### src/rtl/isoac_pkg.sv
`default_nettype none
package isoac_pkg;

    // operation codes of an input item
    typedef enum logic [1:0] {
        OP_START   = 2'd0,
        OP_RX_OK   = 2'd1,
        OP_RX_FAIL = 2'd2
    } op_t;

    // sequence phase
    typedef enum logic [1:0] {
        PH_IDLE = 2'd0,
        PH_ATQA = 2'd1,
        PH_SDD  = 2'd2,
        PH_SAK  = 2'd3
    } phase_t;

    // result kinds
    localparam logic KIND_TX   = 1'b0;
    localparam logic KIND_DONE = 1'b1;

    // finish status codes
    localparam logic [1:0] ST_OK      = 2'd0;
    localparam logic [1:0] ST_PROTO   = 2'd1;
    localparam logic [1:0] ST_RX_FAIL = 2'd2;

    // frame constants
    localparam logic [7:0] WUPA_CODE    = 8'h52;
    localparam logic [7:0] TAG_BYTE     = 8'h88;
    localparam logic [7:0] SEL_BASE     = 8'h93;
    localparam logic [7:0] NVB_SDD      = 8'h20;
    localparam logic [7:0] NVB_SEL      = 8'h70;
    localparam logic [7:0] ATQA_AC_MASK = 8'h1f;

    // frame lengths
    localparam logic [2:0] LEN_WUPA = 3'd1;
    localparam logic [2:0] LEN_SDD  = 3'd2;
    localparam logic [2:0] LEN_SEL  = 3'd7;
    localparam logic [2:0] LEN_ATQA = 3'd2;
    localparam logic [2:0] LEN_UID  = 3'd5;
    localparam logic [2:0] LEN_SAK  = 3'd1;

endpackage
`default_nettype wire

### src/rtl/iso14443a_anticollision_sequencer.sv
// ISO 14443-A reader-side anticollision and select sequencer for a single card.
// A start item sends WUPA; every received frame (or receive failure) then yields
// the next frame to transmit or a finish result, one result per item at most.
// Each item passes through an input register and then the result register, and
// one item per cycle is sustained while no result is stalled; the only thing that
// holds an item back is a result still waiting behind out_stall. The ATQA, SAK,
// UID bytes and UID count outputs show the state as it stands after the item that
// produced the current result. UID_BYTES (4 to 10) sets how many UID bytes are
// kept; further bytes are dropped and the count saturates.
`default_nettype none
module iso14443a_anticollision_sequencer
    import isoac_pkg::*;
#(
    parameter int UID_BYTES = 10
)
(
    input  wire logic        clk,
    input  wire logic        rst_n,
    input  wire logic        in_valid,
    output logic             in_stall,
    input  wire logic [1:0]  operation,
    input  wire logic [2:0]  rx_length,
    input  wire logic [39:0] rx_data,
    output logic             out_valid,
    input  wire logic        out_stall,
    output logic             result_kind,
    output logic [55:0]      tx_data,
    output logic [2:0]       tx_length,
    output logic             tx_short_frame,
    output logic             tx_crc_on,
    output logic [1:0]       finish_status,
    output logic [15:0]      answer_to_request,
    output logic [7:0]       select_ack,
    output logic [3:0]       uid_length,
    output logic [63:0]      uid_low,
    output logic [15:0]      uid_high
);

    // input register
    logic        s1_vld_reg, s1_vld_next;
    logic [1:0]  op_reg;
    logic [2:0]  len_reg;
    logic [39:0] rx_reg;

    // sequence state
    phase_t      phase_reg, phase_next;
    logic [1:0]  level_reg, level_next;
    logic        tag_reg, tag_next;
    logic [7:0]  uid_reg  [UID_BYTES];
    logic [7:0]  uid_next [UID_BYTES];
    logic [3:0]  cnt_reg, cnt_next;
    logic [15:0] atqa_reg, atqa_next;
    logic [7:0]  sak_reg, sak_next;

    // result register
    logic        out_vld_reg;
    logic        kind_reg, kind_next;
    logic [55:0] txd_reg, txd_next;
    logic [2:0]  txl_reg, txl_next;
    logic        sf_reg, sf_next;
    logic        crc_reg, crc_next;
    logic [1:0]  st_reg, st_next;

    logic        res_hit;
    logic        advance;
    logic        in_take;
    logic [7:0]  b [5];
    logic        skip;
    logic [4:0]  cnt_sum;
    logic [7:0]  sel_code;

    // handshake: stage one moves on when its result has room
    assign advance  = s1_vld_reg && (!res_hit || !out_vld_reg || !out_stall);
    assign in_stall = s1_vld_reg && !advance;
    assign in_take  = in_valid && !in_stall;

    always_comb
    begin
        s1_vld_next = s1_vld_reg;
        if (in_take)
        begin
            s1_vld_next = 1'b1;
        end
        else if (advance)
        begin
            s1_vld_next = 1'b0;
        end
    end

    always_ff @(posedge clk or negedge rst_n)
    begin
        if (!rst_n)
        begin
            s1_vld_reg <= 1'b0;
        end
        else
        begin
            s1_vld_reg <= s1_vld_next;
        end
    end

    always_ff @(posedge clk)
    begin
        if (in_take)
        begin
            op_reg  <= operation;
            len_reg <= rx_length;
            rx_reg  <= rx_data;
        end
    end

    // byte split and helpers for the received frame
    always_comb
    begin
        for (int i = 0; i < 5; i++)
        begin
            b[i] = rx_reg[8*i +: 8];
        end
    end

    assign skip     = (b[0] == TAG_BYTE);
    assign cnt_sum  = {1'b0, cnt_reg} + (skip ? 5'd3 : 5'd4);
    assign sel_code = SEL_BASE + {5'b0, level_reg, 1'b0};

    // protocol decision for the item in stage one
    always_comb
    begin
        phase_next = phase_reg;
        level_next = level_reg;
        tag_next   = tag_reg;
        cnt_next   = cnt_reg;
        atqa_next  = atqa_reg;
        sak_next   = sak_reg;
        for (int j = 0; j < UID_BYTES; j++)
        begin
            uid_next[j] = uid_reg[j];
        end
        res_hit   = 1'b0;
        kind_next = KIND_TX;
        txd_next  = '0;
        txl_next  = '0;
        sf_next   = 1'b0;
        crc_next  = 1'b0;
        st_next   = ST_OK;

        case (op_reg)
            OP_START:
            begin
                level_next = '0;
                tag_next   = 1'b0;
                cnt_next   = '0;
                atqa_next  = '0;
                sak_next   = '0;
                for (int j = 0; j < UID_BYTES; j++)
                begin
                    uid_next[j] = '0;
                end
                phase_next = PH_ATQA;
                res_hit    = 1'b1;
                txd_next   = {48'b0, WUPA_CODE};
                txl_next   = LEN_WUPA;
                sf_next    = 1'b1;
            end
            OP_RX_FAIL:
            begin
                if (phase_reg != PH_IDLE)
                begin
                    res_hit    = 1'b1;
                    kind_next  = KIND_DONE;
                    st_next    = ST_RX_FAIL;
                    phase_next = PH_IDLE;
                end
            end
            OP_RX_OK:
            begin
                case (phase_reg)
                    PH_ATQA:
                    begin
                        res_hit = 1'b1;
                        if (len_reg != LEN_ATQA)
                        begin
                            kind_next  = KIND_DONE;
                            st_next    = ST_PROTO;
                            phase_next = PH_IDLE;
                        end
                        else
                        begin
                            atqa_next = {b[1], b[0]};
                            if ((b[0] & ATQA_AC_MASK) == 8'h00)
                            begin
                                kind_next  = KIND_DONE;
                                st_next    = ST_PROTO;
                                phase_next = PH_IDLE;
                            end
                            else
                            begin
                                level_next = '0;
                                phase_next = PH_SDD;
                                txd_next   = {40'b0, NVB_SDD, SEL_BASE};
                                txl_next   = LEN_SDD;
                            end
                        end
                    end
                    PH_SDD:
                    begin
                        res_hit = 1'b1;
                        if ((len_reg != LEN_UID) || ((b[0] ^ b[1] ^ b[2] ^ b[3]) != b[4]))
                        begin
                            kind_next  = KIND_DONE;
                            st_next    = ST_PROTO;
                            phase_next = PH_IDLE;
                        end
                        else
                        begin
                            tag_next = skip;
                            // place the new uid bytes after those already held
                            for (int j = 0; j < UID_BYTES; j++)
                            begin
                                if ((5'(j) >= {1'b0, cnt_reg}) &&
                                    ((5'(j) - {1'b0, cnt_reg}) < (skip ? 5'd3 : 5'd4)))
                                begin
                                    uid_next[j] =
                                        b[3'(5'(j) - {1'b0, cnt_reg}) + {2'b0, skip}];
                                end
                            end
                            cnt_next   = (cnt_sum > 5'(UID_BYTES)) ? 4'(UID_BYTES)
                                                                   : cnt_sum[3:0];
                            phase_next = PH_SAK;
                            txd_next   = {rx_reg, NVB_SEL, sel_code};
                            txl_next   = LEN_SEL;
                            crc_next   = 1'b1;
                        end
                    end
                    PH_SAK:
                    begin
                        res_hit = 1'b1;
                        if (len_reg != LEN_SAK)
                        begin
                            kind_next  = KIND_DONE;
                            st_next    = ST_PROTO;
                            phase_next = PH_IDLE;
                        end
                        else
                        begin
                            sak_next = b[0];
                            if ((b[0][2] != tag_reg) || (b[0][2] && (level_reg >= 2'd2)))
                            begin
                                kind_next  = KIND_DONE;
                                st_next    = ST_PROTO;
                                phase_next = PH_IDLE;
                            end
                            else if (b[0][2])
                            begin
                                level_next = level_reg + 2'd1;
                                phase_next = PH_SDD;
                                txd_next   = {40'b0, NVB_SDD,
                                              SEL_BASE + {5'b0, level_next, 1'b0}};
                                txl_next   = LEN_SDD;
                            end
                            else
                            begin
                                kind_next  = KIND_DONE;
                                st_next    = ST_OK;
                                phase_next = PH_IDLE;
                            end
                        end
                    end
                    default:
                    begin
                    end
                endcase
            end
            default:
            begin
            end
        endcase
    end

    // state update as the item leaves stage one
    always_ff @(posedge clk or negedge rst_n)
    begin
        if (!rst_n)
        begin
            phase_reg <= PH_IDLE;
            level_reg <= '0;
            tag_reg   <= 1'b0;
            cnt_reg   <= '0;
            atqa_reg  <= '0;
            sak_reg   <= '0;
            for (int j = 0; j < UID_BYTES; j++)
            begin
                uid_reg[j] <= '0;
            end
        end
        else if (advance)
        begin
            phase_reg <= phase_next;
            level_reg <= level_next;
            tag_reg   <= tag_next;
            cnt_reg   <= cnt_next;
            atqa_reg  <= atqa_next;
            sak_reg   <= sak_next;
            for (int j = 0; j < UID_BYTES; j++)
            begin
                uid_reg[j] <= uid_next[j];
            end
        end
    end

    // result register
    always_ff @(posedge clk or negedge rst_n)
    begin
        if (!rst_n)
        begin
            out_vld_reg <= 1'b0;
        end
        else if (advance && res_hit)
        begin
            out_vld_reg <= 1'b1;
        end
        else if (!out_stall)
        begin
            out_vld_reg <= 1'b0;
        end
    end

    always_ff @(posedge clk)
    begin
        if (advance && res_hit)
        begin
            kind_reg <= kind_next;
            txd_reg  <= txd_next;
            txl_reg  <= txl_next;
            sf_reg   <= sf_next;
            crc_reg  <= crc_next;
            st_reg   <= st_next;
        end
    end

    assign out_valid         = out_vld_reg;
    assign result_kind       = kind_reg;
    assign tx_data           = txd_reg;
    assign tx_length         = txl_reg;
    assign tx_short_frame    = sf_reg;
    assign tx_crc_on         = crc_reg;
    assign finish_status     = st_reg;
    assign answer_to_request = atqa_reg;
    assign select_ack        = sak_reg;
    assign uid_length        = cnt_reg;

    // uid bytes onto the two output words, unused slots read zero
    for (genvar g = 0; g < 10; g++)
    begin : g_uid
        if (g < UID_BYTES)
        begin : g_used
            if (g < 8)
            begin : g_lo
                assign uid_low[8*g +: 8] = uid_reg[g];
            end
            else
            begin : g_hi
                assign uid_high[8*(g-8) +: 8] = uid_reg[g];
            end
        end
        else
        begin : g_none
            if (g < 8)
            begin : g_lo
                assign uid_low[8*g +: 8] = 8'h00;
            end
            else
            begin : g_hi
                assign uid_high[8*(g-8) +: 8] = 8'h00;
            end
        end
    end

endmodule
`default_nettype wire

### config.mk
export PLATFORM = sky130hd
export DESIGN_NAME = iso14443a_anticollision_sequencer
export DESIGN_NICKNAME = d
export VERILOG_FILES = /design/src/rtl/isoac_pkg.sv /design/src/rtl/iso14443a_anticollision_sequencer.sv
export SDC_FILE = /design/constraint.sdc
export NUM_CORES = 1
export LEC_CHECK = 0
export BUFFER_PORTS_ARGS = -buffer_cell sky130_fd_sc_hd__clkbuf_2
export CORE_ASPECT_RATIO = 1.2
export CORE_MARGIN = 1.5
export CORE_UTILIZATION = 50
export DETAILED_ROUTE_END_ITERATION = 12
export PLACE_DENSITY_LB_ADDON = 0.12
export REMOVE_ABC_BUFFERS = 1
export SYNTH_ARGS = -nofsm -noshare
export SYNTH_HDL_FRONTEND = slang
export SYNTH_SLANG_ARGS = --single-unit
### constraint.sdc
create_clock -name clk -period 4.46 [get_ports clk]
set_input_delay 0.446 -clock clk [delete_from_list [all_inputs] [get_ports clk]]
set_output_delay 0.446 -clock clk [all_outputs]
set_load 0.005 [all_outputs]
==> flow_summary.yaml <==
outcome:
  status: "finished clean"
run:
  maxCapViolations: 0
synthesis:
  yosys.area.top_type: "edfxtp_1"
  yosys_warnings: 0
  synth_most_common_cell: "nand2_1"
  synthDominantCellAreaShare_pct: 25.59
  ys.flop_type: "dfrtp_1"
  synth-edff-count: 97
  syn_area_um2: 11380
  ys_ff_latch: 212
  yosys-top-cells-count: "nand2_1, dfrtp_1, o21ai_0, edfxtp_1, mux2i_1"
  synth_seq_area_share_pct: 50.87
  yosys.cell_types.count: 61
  synth.avg_cell_area_um2: 10.77
  async_flop_share_pct: 54.25
  synth_cells: 1057
  synthTopCellsByArea: "edfxtp_1, dfrtp_1, nand2_1"
timing:
  whs_ps: 0.1187
  max_freq_mhz: 256.7
  hold_violations: 0
  fin_skew_ps: 11.15
  min_period_ps: 3895
  min_period_over_period_pct: 87.33
  setup_viol: 0
  relSlewSlack_pct: 26.13
  rsz0062_at_grt: "no"
  final-max-slew-violation-count: 0
  worst_slew_pin_slew_ps: 1100
worst_setup_path:
  critPathMaxFanout: 8
  cp-start-kind: "flip-flop"
  cp.required_ps: 4830
  worst-setup-path-type: "flip-flop to flip-flop"
  r2r-end: "uid_high[12]$_DFFE_PN0P_"
  rr_startpoint: "rx_reg[4]$_DFFE_PP_"
  reg2reg_setup_slack_ps: 560
  ff2ff_path_depth: 9
  worst_ep_arrival_time_ps: 4260
  endpoint_kind: "flip-flop"
clock_network:
  postCtsHoldBufs: 0
  cts_setup_buffers: 0
  htreeDepth: 1
  cts_buffers: 22
  cts_tree: "built"
  clock_path_buffers: 3
  root_buffer: "clkbuf_16"
  clock_sinks: 212
  cts_resized: 0
  insertion_delay_ps: 510
  path_clk_slew_ps: 60
power_and_ir_drop:
  powerDensity_nw_per_um2: 404.1
  power_mw: 5.426
  ir_worst_vdd_v: 0.0003621
  leakage_nw: 6.362
global_routing:
  grt_pass1_vias: 8408
  grt_use_total_pct: 25.67
  grt_pass1_wl_mm: 47.20
  grt_max_degree: 78
  antenna_found_initial: 0
  grt_overflow_total: 0
placement:
  gp_congestion: 0.8945
  place_area_um2: 12690
  port_buffers: 216
  dpl.hpwl_mm: 21.70
floorplan:
  die_area_um2: 23680
  io_pins: 223
  die_y_um: 168.3
  num_rows: 60
  start_util_pct: 50.88
  die_width_um: 140.7
  core_area_um2: 22370
detailed_routing:
  vias: 8496
  drt_pass1_iterations: 4
  wirelength_mm: 30.01
  drtIter0Drc: 502
  ant_nets: 0
  viasPerCell: 5.513
  post_drt_wl_per_cell_um: 19.47
  drc: 0
finish:
  insertedDiodeCount: 0
  area_growth_pct: 17.95
  largest_reg_flops: 64
  layout.nets: 1336
  drive_gt1_share_pct: 24.80
  fin_area_um2: 13430
hold_path:
  hold_path_class: "primary input to async pin"
-- worst max-delay path by stage --
stage	start	end	slack (ps)	cells after the start
after floorplan	op_reg[1]$_DFFE_PP_	finish_status[0]$_DFFE_PP_	-1250	6
after global placement	rx_reg[4]$_DFFE_PP_	uid_high[7]$_DFFE_PN0P_	700	9
after global routing	rx_reg[1]$_DFFE_PP_	uid_high[5]$_DFFE_PN0P_	330	9
after detailed placement	rx_reg[4]$_DFFE_PP_	uid_low[7]$_DFFE_PN0P_	600	9
final	rx_reg[4]$_DFFE_PP_	uid_high[12]$_DFFE_PN0P_	560	9
after CTS	rx_reg[4]$_DFFE_PP_	uid_low[7]$_DFFE_PN0P_	580	9
-- layout by cell type, fill, tap and decap left out, types with 3 or more instances in the layout --
cell and count:
ha_1 39, nand3_1 6, nand2_1 304, clkbuf_16 23, conb_1 6, nor2_1 22
bufinv_16 3, o22ai_1 4, o21ai_0 102, nor3_1 4, a21oi_1 11, or4_1 3
mux4_2 32, nand4_1 3, xnor3_1 8, mux2i_1 83, clkbuf_2 215, nand4_2 5
and3_1 4, xnor2_1 16, o2bb2ai_1 3, clkbuf_1 4, dfrtp_1 115, edfxtp_1 97
buf_4 11, and2_1 42, or2_2 5, xor2_1 11, inv_1 17, nor2b_1 6
clkinv_1 6
-- worst max-delay path, cell delays in order, from the launching register on --
cell and delay, ps:
edfxtp_1 510, or4_1 640, nor4_2 560, inv_1 310, ha_1 400, o21bai_1 90
a21oi_1 190, nand4_1 110, or4_1 720, mux2i_1 210
-- where the power goes --
| group | switching (mW) | internal (mW) |
|---|---|---|
| Combinational | 0.724 | 0.496 |
| Sequential | 0.141 | 2.17 |
| Clock | 0.763 | 1.13 |
| Total | 1.63 | 3.80 |
-- layer usage --
layer  wire (um)  GRT usage (%)  vias to the layer above  share of wire (%)
met5           0              0                        -                  0
met4         605          6.658                        0                2.0
met3        2508          7.053                       51                8.4
met2       14020          41.42                      325                 47
met1       12870          34.44                     4081                 43
li1            -              -                     4039                  -
-- cell type report --
class / instances / area (um2)
tap: 279 / 349.1
clock inverter: 12 / 135.1
sequential: 212 / 5791
timing repair buffer: 228 / 1199
clock buffer: 28 / 604.3
inverter: 18 / 67.56
multi-input combinational: 764 / 5280
fill: 1909 / 8946
-- logic make-up (layout without fill, tap and decap cells) --
logic type	Yosys count	after routing	share of synthesized area [%]
AOI/OAI and AO/OA	145	145	7.211
xor gates and xnor gates	35	35	3.660
adders and majority gates	41	41	4.573
buffers and inverters	86	286	3.353
DFF	212	212	50.87
muxes	116	116	13.73
other	1	6	0.03295
and+or+nand+nor	421	421	16.57
-- stage by stage --
stage	utilization, %	setup TNS, ps	worst slack (ps)	instances
after floorplan	-	-107780	-1254	994
after global placement	56.71	0	698.8	1501
after detailed placement	56.71	0	602.4	1501
after CTS	60.01	0	579.6	1541
after global routing	60.01	0	332.5	1541
final	60.01	0	564.9	1541
Note: power is estimated with default switching activity, not from simulation.
